## src/tsc_pkg.sv

```systemverilog
// Constants and codes for the touch stroke capture core.
`default_nettype none

package tsc_pkg;

	// configuration port
	localparam int CFG_IDX_W  = 2;
	localparam int CFG_DATA_W = 16;

	// field widths fixed by the item format
	localparam int TIME_W  = 32;
	localparam int WAIT_W  = 16;
	localparam int LIMIT_W = 4;
	localparam int DUR_W   = 16;

	// register indexes
	typedef enum logic [CFG_IDX_W-1:0] {
		CFG_FIRST_WAIT = 2'd0,
		CFG_STROKE_CAP = 2'd1,
		CFG_MISS_LIMIT = 2'd2
	} cfg_reg_t;

	// item kinds
	typedef enum logic {
		OP_START = 1'b0,
		OP_POLL  = 1'b1
	} opcode_t;

	// register defaults
	localparam logic [WAIT_W-1:0]  FIRST_WAIT_RST = 16'd200;
	localparam logic [WAIT_W-1:0]  STROKE_CAP_RST = 16'd2000;
	localparam logic [LIMIT_W-1:0] MISS_LIMIT_RST = 4'd3;

	// miss counter ceiling
	localparam logic [LIMIT_W-1:0] MISS_SAT = 4'd15;

endpackage

`default_nettype wire

```

## src/touch_stroke_capture_core.sv

```systemverilog
// Top level of the touch stroke capture core: input register, update logic, result register.
//
//  channel  | direction | handshake          | payload
//  ---------+-----------+--------------------+-----------------------------------------
//  s_       | in        | s_tvalid/s_tready  | s_tdata poll fields, s_tuser opcode
//  m_       | out       | m_tvalid/m_tready  | m_tdata sample and stroke result
//  cfg_     | in        | cfg_wen            | cfg_idx register index, cfg_data value
//
//  One item is taken per cycle while the output is not stalled; each item gives exactly one result.
//  An item passes through the input register, then the result register.
//  s_tready drops only while both stages hold an item and m_tready is low.
//  Reset clears the stage valids, phase and miss count and loads the register defaults;
//  no clearing pass is needed, so items are taken from the first cycle after reset.
`default_nettype none

module touch_stroke_capture_core #(
	parameter int COORD_BITS = 12,
	localparam int IN_BITS = 34 + 2 * COORD_BITS,
	localparam int IN_W = ((IN_BITS + 7) / 8) * 8,
	localparam int OUT_BITS = 19 + 6 * COORD_BITS,
	localparam int OUT_W = ((OUT_BITS + 7) / 8) * 8
) (
	input  logic                           clk,
	input  logic                           arst_n,
	input  logic                           cfg_wen,
	input  logic [tsc_pkg::CFG_IDX_W-1:0]  cfg_idx,
	input  logic [tsc_pkg::CFG_DATA_W-1:0] cfg_data,
	input  logic                           s_tvalid,
	output logic                           s_tready,
	// now_ms, read_ok, pressed, pos_x, pos_y, zero fill
	input  logic [IN_W-1:0]                s_tdata,
	// opcode
	input  logic                           s_tuser,
	output logic                           m_tvalid,
	input  logic                           m_tready,
	// sample_valid, sample_x, sample_y, done_res, stroke_valid, start_x, start_y,
	// end_x, end_y, duration_ms, zero fill
	output logic [OUT_W-1:0]               m_tdata
);
	import tsc_pkg::*;

	localparam int CW    = COORD_BITS;
	localparam int OFS_OK = TIME_W;
	localparam int OFS_PR = TIME_W + 1;
	localparam int OFS_X  = TIME_W + 2;
	localparam int OFS_Y  = TIME_W + 2 + CW;

	typedef enum logic [1:0] {
		PH_IDLE  = 2'd0,
		PH_WAIT  = 2'd1,
		PH_TRACK = 2'd2
	} phase_t;

	// configuration registers
	logic [WAIT_W-1:0]  first_wait_q;
	logic [WAIT_W-1:0]  stroke_cap_q;
	logic [LIMIT_W-1:0] miss_limit_q;

	// input stage
	logic              valid_s1;
	opcode_t           op_s1;
	logic [TIME_W-1:0] now_s1;
	logic              ok_s1;
	logic              pr_s1;
	logic [CW-1:0]     x_s1;
	logic [CW-1:0]     y_s1;

	// capture state
	phase_t             phase_q;
	logic [TIME_W-1:0]  start_time_q;
	logic [TIME_W-1:0]  first_time_q;
	logic [CW-1:0]      first_x_q;
	logic [CW-1:0]      first_y_q;
	logic [CW-1:0]      last_x_q;
	logic [CW-1:0]      last_y_q;
	logic [LIMIT_W-1:0] miss_q;

	// result register
	logic             out_valid_q;
	logic [OUT_W-1:0] out_data_q;

	// next state and result fields
	phase_t             phase_d;
	logic [TIME_W-1:0]  start_time_d;
	logic [TIME_W-1:0]  first_time_d;
	logic [CW-1:0]      first_x_d;
	logic [CW-1:0]      first_y_d;
	logic [CW-1:0]      last_x_d;
	logic [CW-1:0]      last_y_d;
	logic [LIMIT_W-1:0] miss_d;
	logic [TIME_W-1:0]  elapsed;
	logic [TIME_W-1:0]  dur_full;
	logic [DUR_W-1:0]   dur_sat;
	logic [LIMIT_W-1:0] miss_inc;
	logic               sample_v;
	logic [CW-1:0]      sample_x;
	logic [CW-1:0]      sample_y;
	logic               done;
	logic               stroke_v;
	logic [CW-1:0]      res_start_x;
	logic [CW-1:0]      res_start_y;
	logic [CW-1:0]      res_end_x;
	logic [CW-1:0]      res_end_y;
	logic [DUR_W-1:0]   res_dur;
	logic [OUT_W-1:0]   res_data;
	logic               advance;

	// move the input stage forward when the result register is free or draining
	assign advance  = valid_s1 && (!out_valid_q || m_tready);
	assign s_tready = !valid_s1 || advance;
	assign m_tvalid = out_valid_q;
	assign m_tdata  = out_data_q;

	// write configuration registers
	always_ff @(posedge clk or negedge arst_n) begin
		if (!arst_n) begin
			first_wait_q <= FIRST_WAIT_RST;
			stroke_cap_q <= STROKE_CAP_RST;
			miss_limit_q <= MISS_LIMIT_RST;
		end else if (cfg_wen) begin
			case (cfg_idx)
				CFG_FIRST_WAIT: first_wait_q <= cfg_data;
				CFG_STROKE_CAP: stroke_cap_q <= cfg_data;
				CFG_MISS_LIMIT: miss_limit_q <= cfg_data[LIMIT_W-1:0];
				default: ;
			endcase
		end
	end

	// input stage valid
	always_ff @(posedge clk or negedge arst_n) begin
		if (!arst_n) begin
			valid_s1 <= 1'b0;
		end else if (s_tready) begin
			valid_s1 <= s_tvalid;
		end
	end

	// capture an input transaction
	always_ff @(posedge clk) begin
		if (s_tvalid && s_tready) begin
			op_s1  <= opcode_t'(s_tuser);
			now_s1 <= s_tdata[TIME_W-1:0];
			ok_s1  <= s_tdata[OFS_OK];
			pr_s1  <= s_tdata[OFS_PR];
			x_s1   <= s_tdata[OFS_X +: CW];
			y_s1   <= s_tdata[OFS_Y +: CW];
		end
	end

	// time since start and saturated stroke duration
	assign elapsed  = now_s1 - start_time_q;
	assign dur_full = now_s1 - first_time_q;
	assign dur_sat  = (|dur_full[TIME_W-1:DUR_W]) ? {DUR_W{1'b1}} : dur_full[DUR_W-1:0];
	assign miss_inc = (miss_q == MISS_SAT) ? miss_q : miss_q + LIMIT_W'(1);

	// per-item update of the capture state and the result fields
	always_comb begin
		phase_d      = phase_q;
		start_time_d = start_time_q;
		first_time_d = first_time_q;
		first_x_d    = first_x_q;
		first_y_d    = first_y_q;
		last_x_d     = last_x_q;
		last_y_d     = last_y_q;
		miss_d       = miss_q;
		sample_v     = 1'b0;
		sample_x     = '0;
		sample_y     = '0;
		done         = 1'b0;

		if (op_s1 == OP_START) begin
			phase_d      = PH_WAIT;
			start_time_d = now_s1;
			miss_d       = '0;
		end else begin
			case (phase_q)
				PH_WAIT: begin
					if (elapsed >= {{(TIME_W-WAIT_W){1'b0}}, first_wait_q}) begin
						done = 1'b1;
					end else if (ok_s1 && pr_s1) begin
						first_x_d    = x_s1;
						first_y_d    = y_s1;
						last_x_d     = x_s1;
						last_y_d     = y_s1;
						first_time_d = now_s1;
						miss_d       = '0;
						phase_d      = PH_TRACK;
						sample_v     = 1'b1;
						sample_x     = x_s1;
						sample_y     = y_s1;
					end
				end
				PH_TRACK: begin
					if (elapsed >= {{(TIME_W-WAIT_W){1'b0}}, stroke_cap_q}) begin
						done = 1'b1;
					end else if (ok_s1) begin
						if (pr_s1) begin
							last_x_d = x_s1;
							last_y_d = y_s1;
							miss_d   = '0;
							sample_v = 1'b1;
							sample_x = x_s1;
							sample_y = y_s1;
						end else begin
							miss_d = miss_inc;
							if (miss_inc >= miss_limit_q) begin
								done = 1'b1;
							end
						end
					end
				end
				default: begin
					phase_d = PH_IDLE;
				end
			endcase
		end

		if (done) begin
			phase_d = PH_IDLE;
		end
	end

	// stroke fields appear only when a tracked stroke ends
	assign stroke_v    = done && (phase_q == PH_TRACK);
	assign res_start_x = stroke_v ? first_x_q : '0;
	assign res_start_y = stroke_v ? first_y_q : '0;
	assign res_end_x   = stroke_v ? last_x_q : '0;
	assign res_end_y   = stroke_v ? last_y_q : '0;
	assign res_dur     = stroke_v ? dur_sat : '0;

	assign res_data = {{(OUT_W-OUT_BITS){1'b0}}, res_dur, res_end_y, res_end_x,
		res_start_y, res_start_x, stroke_v, done, sample_y, sample_x, sample_v};

	// capture control state
	always_ff @(posedge clk or negedge arst_n) begin
		if (!arst_n) begin
			phase_q <= PH_IDLE;
			miss_q  <= '0;
		end else if (advance) begin
			phase_q <= phase_d;
			miss_q  <= miss_d;
		end
	end

	// capture times and points
	always_ff @(posedge clk) begin
		if (advance) begin
			start_time_q <= start_time_d;
			first_time_q <= first_time_d;
			first_x_q    <= first_x_d;
			first_y_q    <= first_y_d;
			last_x_q     <= last_x_d;
			last_y_q     <= last_y_d;
		end
	end

	// result register valid
	always_ff @(posedge clk or negedge arst_n) begin
		if (!arst_n) begin
			out_valid_q <= 1'b0;
		end else if (advance) begin
			out_valid_q <= 1'b1;
		end else if (m_tready) begin
			out_valid_q <= 1'b0;
		end
	end

	// load the result
	always_ff @(posedge clk) begin
		if (advance) begin
			out_data_q <= res_data;
		end
	end

endmodule

`default_nettype wire

```

## config.mk

```make
export PLATFORM = sky130hd
export DESIGN_NAME = touch_stroke_capture_core
export DESIGN_NICKNAME = d
export VERILOG_FILES = /design/src/tsc_pkg.sv /design/src/touch_stroke_capture_core.sv
export SDC_FILE = /design/constraint.sdc
export NUM_CORES = 1
export LEC_CHECK = 0
export BUFFER_PORTS_ARGS = -buffer_cell sky130_fd_sc_hd__buf_4
export CELL_PAD_IN_SITES_DETAIL_PLACEMENT = 1
export CELL_PAD_IN_SITES_GLOBAL_PLACEMENT = 1
export CORE_UTILIZATION = 51
export DETAILED_ROUTE_END_ITERATION = 8
export GPL_TIMING_DRIVEN = 0
export MAX_ROUTING_LAYER = met4
export PLACE_DENSITY = 0.87
export SLEW_MARGIN = 20
export SYNTH_ARGS = -nofsm -noshare
export SYNTH_HDL_FRONTEND = slang
export SYNTH_SLANG_ARGS = --single-unit
```

## constraint.sdc

```tcl
create_clock -name clk -period 18.3 [get_ports clk]
set_clock_uncertainty 0.05 [all_clocks]
set_input_delay 0 -clock clk [delete_from_list [all_inputs] [get_ports clk]]
set_output_delay 0 -clock clk [all_outputs]
set_load 0.02 [all_outputs]
```

### Yosys cells after proc, flatten, opt, wreduce, memory -nomap -nowiden

Cells that the tools add are included.

* flip-flop bits (word level): 306
* output and inout bits: 98
* logic and storage cells: 121

* add/sub/neg operators: 3
* $lt $le $gt $ge: 3
* equal/unequal tests: 18
* muxes and demuxes: 53
* bitwise logic cells: 2
* reductions and logical operators: 20

Operator list (count)
* $mux W12: 20
* $pmux W12 S2: 4
* $ge A32 B16 Y1: 2
* $sub A32 B32 Y32: 2
* $mux W4: 7
* $mux W16: 1
* $reduce_or A16 Y1: 1
* $ne A3 B3 Y1 const B: 5
* $mux W1: 13
* $ne A2 B2 Y1 const B: 5
* $mux W2: 4
* $ne A4 B4 Y1 const B: 2
* $pmux W4 S2: 1
* $reduce_and A2 Y1: 4
* $reduce_and A8 Y1: 1
* $reduce_and A6 Y1: 1
* $reduce_and A5 Y1: 1
* $add A4 B1 Y4 const B: 1
* $eq A2 B1 Y1 const B: 2
* $eq A2 B2 Y1 const B: 2
* $eq A4 B4 Y1 const B: 1
* $ge A4 B4 Y1: 1
* $logic_and A1 B1 Y1: 4
* $pmux W1 S2: 2
* 8 further kinds: 12

### Depth between registers and ports, before layout

Gate-level depths: netlist of the first run.

* depth after elaboration: 11
* depth in mapped cells: 22
* depth with buffers taken out: 21

### Worst setup path after synthesis of the first run

OpenSTA, ideal clock, no wires.

* kind: register -> register
* start point: register now_s1[6]
* end point: register phase_q[1]
* library setup time: 0.091 ns
* arrival time: 9.105 ns
* setup slack: 9.055 ns
* stages on the path, launching flop included: 17
* buffers on the path: 1
* clock period less this slack: 9.245 ns
* cells stage by stage: edfxtp_1 ha_1 buf_2 nand2_1 o21ai_0 o21ai_1 o31ai_1 nand3_1 nand2_1 xor2_1 ha_1 nand4_1 a2111oi_0 a211oi_1 nand4_1 nor4_1 a221o_1

* cells in the longest elaborated chain, start to end: 7
* elaborated cells between the ends (all ways): 12
* those cells by class: add/sub: 1; order compare: 2; eq/ne: 3; mux: 5; reduce/logical: 1

Ends and longest elaborated chain
* start, declared: line touch_stroke_capture_core.sv:62 `logic [TIME_W-1:0] now_s1;`
* start signal, assigned: line touch_stroke_capture_core.sv:143 `now_s1 <= s_tdata[TIME_W-1:0];`
* $sub A32 B32 Y32 (*): line touch_stroke_capture_core.sv:152 `assign elapsed = now_s1 - start_time_q;`
* $ge A32 B16 Y1 (on tied branches): line touch_stroke_capture_core.sv:195, touch_stroke_capture_core.sv:179
* $mux W1 (on tied branches): line touch_stroke_capture_core.sv:195, touch_stroke_capture_core.sv:179
* $pmux W1 S2: line touch_stroke_capture_core.sv:177 `case (phase_q)`
* $mux W1: line touch_stroke_capture_core.sv:172 `if (op_s1 == OP_START) begin`
* $ne A4 B4 Y1 (no source line) or $ne A3 B3 Y1 (tied branches)
* $reduce_and A4 Y1 (no source line)
* end signal, assigned: line touch_stroke_capture_core.sv:241 `phase_q <= phase_d;`
* end, declared: line touch_stroke_capture_core.sv:69 `phase_t phase_q;`

Mark *: on every way between the ends. The rest lies on a longest branch, timed or not.
A chain may end at the register's enable or synchronous reset.

### Final worst setup path of the first run

* start point: register now_s1[0]
* end point: register first_time_q[26] (enable)

* cells in the longest elaborated chain, start to end: 4

Ends and longest elaborated chain
* $sub A32 B32 Y32: line touch_stroke_capture_core.sv:152
* $ge A32 B16 Y1: line touch_stroke_capture_core.sv:179 `if (elapsed >= {{(TIME_W-WAIT_W){1'b0}}, first_wait_q}) begin`
* $not A1 Y1 (no source line)
* $reduce_and A5 Y1 (no source line)
* end signal, assigned: line touch_stroke_capture_core.sv:250 `first_time_q <= first_time_d;`
* end, declared: line touch_stroke_capture_core.sv:71 `logic [TIME_W-1:0] first_time_q;`

No other way between the ends.

==> results.yml, run 1 <==
worst_hold_path:
  hold_depth: 2
  hold_class: "input pin to register"
  hp-start: "s_tdata[32]"
  whs_endpoint: "ok_s1"
clock_tree:
  root_buffer: "clkbuf_16"
  cts.htree.levels: 1
  cts_tree: "yes"
  clk_latency_ns: 0.59
  cts.path.max_buffers: 3
  clk_pin_slew_ns: 0.07
  numCtsBuffers: 31
  cts.sinks: 306
setup_path:
  end_kind: "register"
  r2r_cells: 20
  path_class: "register to register"
  start_kind: "register"
  worstReg2RegEnd: "first_time_q[26]"
  r2r-start: "now_s1[0]"
  crit_arrival_ns: 6.99
  worstPathMaxFanout: 8
  crit_required_ns: 18.52
  r2r_slack_ns: 11.53
power:
  swShare_pct: 29.5
  power.share.clock_pct: 35.1
  p_int_w: 0.00129
  comb_power_share_pct: 19.2
  p_sw_w: 0.000541
  power_leakage_nw: 7.94
  power.density_nw_per_um2: 96.7
  seq_power_share_pct: 45.7
  vdd_ir_drop_max_mv: 0.0866
job:
  drv_cap: 0
route:
  wl_per_cell_um: 27.2
  drt.antenna.violating_nets: 0
  drtIter0Drc: 948
  firstDrtPassIters: 6
  wl_um: 53600
  vias_per_cell: 6.08
  vias: 12000
  drcViolationCount: 0
logic_synthesis:
  ys_async_sr_fraction_pct: 14.4
  seq_area_frac_synth_pct: 59.0
  synth_edf_count: 262
  synth_top_flop_cell: "edfxtp_1"
  ys_ff_latch: 306
  synth_cell_types: 77
  yosysMostFrequentCell: "edfxtp_1"
  synth.avg_cell_area_um2: 12.1
  yosysTopAreaCell: "edfxtp_1"
  synth.area.top_cells: "edfxtp_1, ha_1, dfrtp_1"
  synth_top_area_share_pct: 51.7
  syn_area_um2: 15200
  synth_commonest_cells: "edfxtp_1, inv_1, ha_1"
  synth_cells: 1256
  yosysWarnings: 0
floorplan:
  placementRows: 62
  chipWidth_um: 175
  ios: 186
  fp.dieH_um: 175
  coreArea_um2: 29000
  die_area_um2: 30500
  initial_core_util_pct: 52.5
grt:
  grt_pass1_wl_um: 80400
  overflow: 0
  antenna_found_initial: 0
  grt_max_degree: 52
  grtUsageTotal_pct: 36.2
  grt_pass1_vias: 12900
finish:
  layout.nets: 1756
  antenna_cells: 0
  multiInputGateArea_um2: 5600
  nFillCells: 2927
  drive_gt1_share_pct: 19.4
  syn_to_final_growth_pct: 24.7
  regArea_um2: 8980
timing:
  timing.slew.headroom_pct: 29.2
  maxSlewViolCount: 0
  worst_hold_slack_ns: 0.0885
  setup_tns_ns: 0
  clock.fmax_mhz: 148
  hold_viol: 0
  grt_setup_unrepaired: "no"
  fin_crit_ns: 6.77
  setup_viol: 0
  max_slew.worst_pin.slew_ns: 1.05
  period_share_pct: 37.0
placed_design:
  routabilityCongestion: 0.896
  hpwlAfterDp_um: 31500
  portBuffers: 174
outcome:
  status: "completed"
[cell type report]
cell class | instances | share of cell area (%)
sequential | 306 | 47.3
multi-input combinational | 789 | 29.5
timing repair buffer | 272 | 12.0
clock buffer | 42 | 4.41
tap | 384 | 2.53
inverter | 125 | 2.49
buffer | 40 | 1.02
clock inverter | 13 | 0.679
[power groups by stage]
stage,registers (W),logic [W],clock network [W]
floorplan,0.000854,0.000185,0
detailed placement,0.000847,0.000307,0
CTS,0.000834,0.000331,0.000627
global route,0.000841,0.000377,0.000664
finish,0.000839,0.000352,0.000644
global placement,0.000845,0.000286,0
[kinds of logic (layout without fill, tap and decap cells)]
| group | Yosys count | after routing | share of synthesized area, % |
|---|---|---|---|
| buf+inv | 165 | 492 | 4.36 |
| compound gates | 285 | 285 | 12.2 |
| other cells | 1 | 5 | 0.0246 |
| mux | 33 | 33 | 2.37 |
| xor+xnor | 36 | 36 | 2.07 |
| simple gates | 327 | 327 | 11.4 |
| flops | 306 | 306 | 59.0 |
| fa+ha+maj | 103 | 103 | 8.57 |
[metrics by stage]
step	instance area (µm²)	setup WS, ns	utilization, %	power [W]	instances
3_5_place_dp	17200	12.03	59.1	0.00115	1831
4_1_cts	19000	11.89	65.4	0.00179	1971
3_3_place_gp	17000	5.06	58.7	0.00113	1818
5_1_grt	19000	11.41	65.4	0.00188	1971
6_report	19000	11.53	65.4	0.00184	1971
2_1_floorplan	15200	9.05	-	0.00104	1260
[sequential cells by signal, summed over array words and instances (netlist names), 2 cells and up]
| signal | count |
|---|---|
| first_wait_q | 16 |
| first_y_q | 12 |
| now_s1 | 32 |
| m_tdata | 91 |
| stroke_cap_q | 16 |
| start_time_q | 32 |
| phase_q | 2 |
| miss_limit_q | 4 |
| first_x_q | 12 |
| x_s1 | 12 |
| first_time_q | 32 |
| y_s1 | 12 |
| last_y_q | 12 |
| last_x_q | 12 |
| miss_q | 4 |
[layer usage]
layer,vias to the layer above,wire (µm),GRT usage [%]
li1,5176,-,-
met1,6035,19700,39.7
met2,612,28700,66.7
met3,161,2940,4.37
met4,0,2220,13.9
met5,-,0,-
[what timing repair did]
item,CTS,global route
resized for setup,0,0
endpoints found under the hold margin,149,0
setup buffers,0,0
hold buffers,85,0
setup endpoints to repair,0,0
[worst max path at each step]
stage	from	endpoint	slack, ns	cells past startpoint
2_1_floorplan	now_s1[6]	phase_q[1]	9.05	16
3_3_place_gp	now_s1[7]	phase_q[1]	5.06	15
3_5_place_dp	now_s1[6]	first_time_q[24]	12.03	20
4_1_cts	now_s1[3]	first_time_q[24]	11.89	19
5_1_grt	now_s1[6]	first_time_q[25]	11.41	20
6_report	now_s1[0]	first_time_q[26]	11.53	20
[critical path: stages (launching register included)]
cell and delay (ns):
edfxtp_1 0.43, inv_1 0.11, ha_1 0.27, fa_1 0.44, nor2b_1 0.22, o21bai_1 0.15, a21oi_2 0.24, nor2_1 0.13
xnor2_1 0.37, ha_1 0.33, a21o_1 0.18, a21oi_1 0.20, nor2_1 0.08, a211oi_1 0.70, nand4_1 0.31, nor4_2 0.76
buf_2 0.40, buf_2 0.27, buf_2 0.28, buf_2 0.28, buf_2 0.25
[cells in the final DEF, fill, tap and decap left out, types with 10 or more instances in the layout]
cell type	instances
nor2_1	57
nand2_1	79
xnor2_1	22
xor2_1	14
o21ai_0	56
dfstp_2	11
buf_4	181
clkbuf_16	31
buf_2	16
o21bai_1	11
mux2_2	24
dfrtp_1	33
nand2b_1	18
and2_1	76
edfxtp_1	262
nor3_1	19
a21o_1	24
o21a_1	10
ha_1	101
clkbuf_1	34
dlygate4sd3_1	84
nand3_1	21
a21oi_1	97
inv_1	122
nand4_1	18
Note: power is estimated with default switching activity, not from simulation.
==> inputs of run 2 (changes only) <==
--- a/config.mk
+++ b/config.mk
@@ -8,11 +8,11 @@
 export BUFFER_PORTS_ARGS = -buffer_cell sky130_fd_sc_hd__buf_4
 export CELL_PAD_IN_SITES_DETAIL_PLACEMENT = 1
 export CELL_PAD_IN_SITES_GLOBAL_PLACEMENT = 1
-export CORE_UTILIZATION = 51
+export CORE_UTILIZATION = 47
 export DETAILED_ROUTE_END_ITERATION = 8
 export GPL_TIMING_DRIVEN = 0
 export MAX_ROUTING_LAYER = met4
-export PLACE_DENSITY = 0.87
+export PLACE_DENSITY = 0.81
 export SLEW_MARGIN = 20
 export SYNTH_ARGS = -nofsm -noshare
 export SYNTH_HDL_FRONTEND = slang
==> constraint.sdc (replaced) <==
create_clock -name clk -period 6.9 [get_ports clk]
set_clock_uncertainty 0.05 [all_clocks]
set_input_delay 0 -clock clk [delete_from_list [all_inputs] [get_ports clk]]
set_output_delay 0 -clock clk [all_outputs]
set_load 0.02 [all_outputs]
==> run 2 against run 1 <==
  * Via count down 7.8%
  * Flip-flop and latch count unchanged
  * Register-to-register slack worse by 10 ns
  * Critical path type unchanged
  * Largest cell class unchanged
  * Largest power group unchanged
  * Highest routed layer unchanged
==> results.yml, run 2 (same netlist as run 1, synthesis figures left out) <==
worst_hold_path:
  hold_class: "input pin to async pin"
placed_design:
  place_area_um2: 17200
  post-place-ws_ns: 1.49
  routabilityCongestion: 0.861
  portBuffers: 174
  dpl.cell_count: 1845
  hpwlAfterDp_um: 29500
clock_tree:
  post_cts_buffers: 0
  root_buffer: "clkbuf_16"
  cts.htree.levels: 2
  cts_resized: 0
  clk_latency_ns: 0.53
  numCtsBuffers: 34
  cts_tree: "yes"
  clk_pin_slew_ns: 0.07
  cts.sinks: 306
  cts.path.max_buffers: 3
setup_path:
  crit_buf_inv: 3
  worstPathMaxFanout: 12
  r2r-start: "now_s1[3]"
  crit_cells: 17
  path_class: "register to register"
  r2r_cells: 17
  cp_slowest_cell: "a211oi_1"
  r2r_slack_ns: 1.33
  start_kind: "register"
  worstReg2RegEnd: "first_time_q[25]"
  critPathTopFamily: "compound AO/OA/AOI/OAI gates"
  crit_end: "first_time_q[25]"
  crit_arrival_ns: 5.73
  critPathMaxStageDelay_ns: 0.61
  cp-startpoint: "now_s1[3]"
  cp_cell_sequence: "ha_1 -> o21ai_0 -> a21oi_1 -> o21ai_1 -> o31ai_1 -> nand3_1 -> nand2_1 -> xor2_1 -> ha_1 -> nand4_1 -> a2111oi_0 -> a211oi_1 -> nand4_1 -> nor4_4 -> buf_4 -> buf_6 -> buf_4"
  crit_required_ns: 7.06
  end_kind: "register"
outcome:
  status: "completed"
power:
  p_int_w: 0.00352
  vdd_ir_drop_max_mv: 0.187
  total_power_w: 0.00487
  swShare_pct: 27.8
  power.density_nw_per_um2: 255
  seq_power_share_pct: 45.4
  power.share.clock_pct: 36.5
  p_sw_w: 0.00136
  power_leakage_nw: 7.97
  comb_power_share_pct: 18.1
route:
  drt.antenna.violating_nets: 0
  wl_um: 43100
  drtIter0Drc: 620
  vias: 11100
  wl_per_cell_um: 21.7
  vias_per_cell: 5.56
  firstDrtPassIters: 5
  drcViolationCount: 0
timing:
  setup_slack_ns: 1.33
  fin_crit_ns: 5.57
  grt_setup_unrepaired: "no"
  period_share_pct: 80.7
  maxSlewViolCount: 0
  timing.slew.headroom_pct: 28.0
  max_slew.worst_pin.slew_ns: 1.07
  setup_viol: 0
  clock.fmax_mhz: 179
  hold_viol: 0
finish:
  antenna_cells: 0
  layout.nets: 1754
  layout_commonest_cell: "edfxtp_1"
  fin_cells: 1988
  final_cell_mix: "edfxtp_1, buf_4, inv_1"
  drive_gt1_share_pct: 19.5
  largest_reg_flops: 91
  stdcell_area_um2: 19100
  post-route-util_pct: 60.3
  syn_to_final_growth_pct: 25.6
floorplan:
  die_area_um2: 33100
  coreArea_um2: 31700
  chipWidth_um: 182
  initial_core_util_pct: 48.0
  ios: 186
  fp.dieH_um: 182
  placementRows: 65
grt:
  grt_max_degree: 55
  antenna_found_initial: 0
  overflow: 0
  grtUsageTotal_pct: 27.1
  grt_pass1_wl_um: 67400
  grt_pass1_vias: 12000
job:
  drv_cap: 0
==> run 2: cell count changes in the layout (fill, tap and decap cells not counted), sizes merged <==
cell / before / now
buf: 202 / 198
inv: 126 / 127
clkbuf: 68 / 69
dlygate4sd3: 84 / 83
clkinvlp: 1 / 2
clkinv: 9 / 10
==> run 2: power by group through the flow <==
stage	sequential (W)	combinational, W	clock, W
finish	0.00221	0.000884	0.00178
global route	0.00222	0.000963	0.00186
CTS	0.00221	0.000868	0.00180
detailed placement	0.00225	0.000815	0
global placement	0.00224	0.000766	0
floorplan	0.00227	0.000492	0
==> run 2: repair_timing <==
item | CTS | global route
setup endpoints to repair | 0 | 0
hold endpoints to repair | 150 | 0
hold buffers | 84 | 0
==> run 2: worst min path at each step <==
stage,startpoint,end,slack (ns),cells after the start
detailed placement,arst_n,stroke_cap_q[14],-0.005,1
finish,arst_n,stroke_cap_q[10],0.07,2
floorplan,arst_n,first_wait_q[0],-0.35,0
CTS,arst_n,stroke_cap_q[10],0.03,2
global placement,arst_n,stroke_cap_q[11],-0.01,1
global route,arst_n,stroke_cap_q[10],0.07,2
==> run 2: metrics by stage <==
step	setup TNS, ns	hold WS, ns
after detailed placement	0	-0.00533
final	0	0.0723
after global routing	0	0.0749
after floorplan	0	-0.346
after CTS	0	0.0269
after global placement	-139.10	-0.0141
==> run 2: layout make-up <==
cell class | count | area (µm²)
Inverter | 125 | 472
Clock buffer | 43 | 895
Fill cell | 3247 | 12600
Sequential cell | 306 | 8980
Tap cell | 402 | 503
Buffer | 40 | 194
Clock inverter | 16 | 193
Timing Repair Buffer | 267 | 2270
Multi-Input combinational cell | 789 | 5610
==> run 2: per-layer routing <==
| layer | share of wire, % | GRT usage (%) |
|---|---|---|
| met1 | 40 | 30.8 |
| met2 | 53 | 49.6 |
| met3 | 3.9 | 3.57 |
| met4 | 2.7 | 7.80 |
| met5 | 0 | - |
==> inputs of run 3 (changes only) <==
--- a/config.mk
+++ b/config.mk
@@ -5,14 +5,15 @@
 export SDC_FILE = /design/constraint.sdc
 export NUM_CORES = 1
 export LEC_CHECK = 0
+export ABC_AREA = 1
 export BUFFER_PORTS_ARGS = -buffer_cell sky130_fd_sc_hd__buf_4
 export CELL_PAD_IN_SITES_DETAIL_PLACEMENT = 1
 export CELL_PAD_IN_SITES_GLOBAL_PLACEMENT = 1
-export CORE_UTILIZATION = 47
+export CORE_UTILIZATION = 41
 export DETAILED_ROUTE_END_ITERATION = 8
 export GPL_TIMING_DRIVEN = 0
 export MAX_ROUTING_LAYER = met4
-export PLACE_DENSITY = 0.81
+export PLACE_DENSITY = 0.78
 export SLEW_MARGIN = 20
 export SYNTH_ARGS = -nofsm -noshare
 export SYNTH_HDL_FRONTEND = slang
==> constraint.sdc (replaced) <==
create_clock -name clk -period 4.8 [get_ports clk]
set_clock_uncertainty 0.05 [all_clocks]
set_input_delay 0 -clock clk [delete_from_list [all_inputs] [get_ports clk]]
set_output_delay 0 -clock clk [all_outputs]
set_load 0.02 [all_outputs]
==> run 3 against run 2 <==
  * Area after synthesis is 6.1% higher
  * Non-clock buffer count down 14
  * Combinational power up 86%
  * First-iteration DRC count down 0.48%
  * Sequential share of layout area down 2.5 points
  * Maximum frequency up 22%
  * Cell area rose by 5.6%
  * Synthesized cell count up 39%
  * Clock power is 38% higher
  * Critical endpoint is now last_y_q[5]
  * Largest cell class unchanged
  * Largest power group unchanged
==> results.yml, run 3 <==
timing:
  timing.slew.headroom_pct: 46.3
  max_slew.worst_pin.slew_ns: 0.804
  setup_slack_ns: 0.244
  period_share_pct: 94.9
  hold_viol: 0
  maxSlewViolCount: 0
  clock.fmax_mhz: 220
  fin_crit_ns: 4.56
  worst_hold_slack_ns: 0.113
  setup_viol: 0
power:
  vdd_ir_drop_max_mv: 0.288
  power.density_nw_per_um2: 366
  power_leakage_nw: 9.68
setup_path:
  start_kind: "register"
  r2r_cells: 16
  crit_buf_inv: 1
  crit_required_ns: 4.91
  worstPathMaxFanout: 24
  worstReg2RegEnd: "last_y_q[5]"
  r2r_slack_ns: 0.24
  cp_slowest_cell: "nor2_4"
  critPathTopFamily: "simple AND/OR/NAND/NOR gates"
  critPathMaxStageDelay_ns: 0.63
  cp_cell_sequence: "ha_1 -> nand2_1 -> nor2_1 -> nand3_1 -> nand3_1 -> xor2_1 -> ha_1 -> inv_1 -> nor3_1 -> a211oi_1 -> nand2_1 -> a21oi_2 -> nand4_1 -> o22ai_1 -> nand2_1 -> nor2_4"
  crit_arrival_ns: 4.67
  worst_path_most_repeated_cell: "nand2_1"
  path_class: "register to register"
  end_kind: "register"
  r2r-start: "now_s1[9]"
finish:
  largest_reg_flops: 91
  layout.nets: 2249
  drive_gt1_share_pct: 14.5
  nFillCells: 4460
  syn_to_final_growth_pct: 25.0
  stdcell_area_um2: 20200
  final_cell_mix: "nand2_1, inv_1, edfxtp_1"
  layout_commonest_cell: "nand2_1"
  antenna_cells: 0
clock_tree:
  clk_latency_ns: 0.56
  cts.htree.levels: 2
  cts_tree: "yes"
  clk_pin_slew_ns: 0.06
  cts.path.max_buffers: 3
  cts.sinks: 306
  numCtsBuffers: 34
  root_buffer: "clkbuf_16"
grt:
  overflow: 0
  grt_max_degree: 57
  grt_pass1_wl_um: 70100
  antenna_found_initial: 0
  grt_pass1_vias: 13400
  grtUsageTotal_pct: 22.9
worst_hold_path:
  hold_depth: 2
  hold_class: "input pin to register"
  whs_endpoint: "now_s1[15]"
  hp-start: "s_tdata[15]"
logic_synthesis:
  yosysTopAreaCell: "edfxtp_1"
  syn_area_um2: 16200
  synth_cell_types: 45
  synth_top_area_share_pct: 48.7
  synth_commonest_cells: "nand2_1, inv_1, edfxtp_1"
  yosysMostFrequentCell: "nand2_1"
  yosysWarnings: 0
  synth.avg_cell_area_um2: 9.23
  ys_async_sr_fraction_pct: 14.4
  seq_area_frac_synth_pct: 55.6
  ys_ff_latch: 306
  synth_top_flop_cell: "edfxtp_1"
  synth.area.top_cells: "edfxtp_1, nand2_1, inv_1"
  synth_edf_count: 262
  synth_cells: 1750
route:
  drt.antenna.violating_nets: 0
  drcViolationCount: 0
  vias_per_cell: 4.84
  wl_um: 44200
  wl_per_cell_um: 17.0
  vias: 12600
  drtIter0Drc: 617
  firstDrtPassIters: 5
placed_design:
  routabilityCongestion: 0.894
  portBuffers: 174
  place_area_um2: 18300
  hpwlAfterDp_um: 33000
  post-place-ws_ns: 0.0790
floorplan:
  die_area_um2: 40200
  coreArea_um2: 38700
  chipWidth_um: 200
  placementRows: 72
  ios: 186
  fp.dieH_um: 200
  initial_core_util_pct: 41.7
outcome:
  status: "completed"
job:
  drv_cap: 0
run 3: layout make-up:
cell class,count,area [µm²],area share [%]
buffer,25,173,0.855
sequential,306,8980,44.5
clock buffer,41,877,4.34
multi-input combinational,1036,5600,27.7
tap,518,648,3.21
inverter,387,1460,7.22
timing repair buffer,268,2290,11.3
clock inverter,19,164,0.812
run 3: kinds of logic (layout without fill, tap and decap cells):
family | Yosys count | in the layout | synth area share (%)
AOI/OAI and AO/OA | 156 | 156 | 5.38
xor gates and xnor gates | 44 | 44 | 2.39
adders and majority gates | 103 | 103 | 8.07
buffers and inverters | 412 | 740 | 10.1
DFF | 306 | 306 | 55.6
muxes | 1 | 1 | 0.0697
other | 1 | 5 | 0.0232
and+or+nand+nor | 727 | 727 | 18.4
run 3: per-stage QoR:
step                cells  util (%)  total power (W)  setup TNS (ns)
floorplan            1754         -          0.00433               0
global placement     2446      46.8          0.00483         -116.17
detailed placement   2454      47.2          0.00492               0
CTS                  2599      52.1          0.00747               0
global route         2600      52.1          0.00777          -0.249
finish               2600      52.1          0.00740               0
run 3: worst reg2reg max path: stages (launching register included):
cell and delay (ns):
edfxtp_1 0.49, ha_1 0.46, nand2_1 0.14, nor2_1 0.26, nand3_1 0.12, nand3_1 0.20
xor2_1 0.28, ha_1 0.29, inv_1 0.08, nor3_1 0.05, a211oi_1 0.20, nand2_1 0.10
a21oi_2 0.23, nand4_1 0.25, o22ai_1 0.20, nand2_1 0.12, nor2_4 0.63
run 3: what timing repair did:
action | CTS | global route
buffers inserted | 0 | 1
hold buffers | 85 | 0
endpoints found under the hold margin | 146 | 0
setup endpoints to repair | 0 | 36
gates resized for setup | 0 | 3
run 3: where the power goes:
| part | internal (W) | switching, W |
|---|---|---|
| combinational | 0.000619 | 0.00102 |
| sequential | 0.00316 | 0.000130 |
| clock | 0.00138 | 0.00109 |
| total | 0.00516 | 0.00224 |
run 3: layer usage:
layer | up-vias | GRT usage (%) | wire, µm
met1 | 6047 | 26.3 | 18500
met5 | - | - | 0
met2 | 281 | 41.3 | 22900
li1 | 6174 | - | -
met3 | 69 | 3.38 | 1610
met4 | 0 | 6.22 | 1070
run 3: how the worst max path moves through the flow:
stage               from          endpoint  slack, ns  cells past startpoint
2_1_floorplan  now_s1[7]   first_time_q[0]       0.04                     15
3_3_place_gp   now_s1[8]  first_time_q[25]      -1.68                     15
3_5_place_dp   now_s1[6]  first_time_q[26]       0.08                     17
4_1_cts        now_s1[6]  first_time_q[26]       0.02                     17
5_1_grt        now_s1[9]      last_y_q[10]      -0.02                     16
6_report       now_s1[9]       last_y_q[5]       0.24                     16
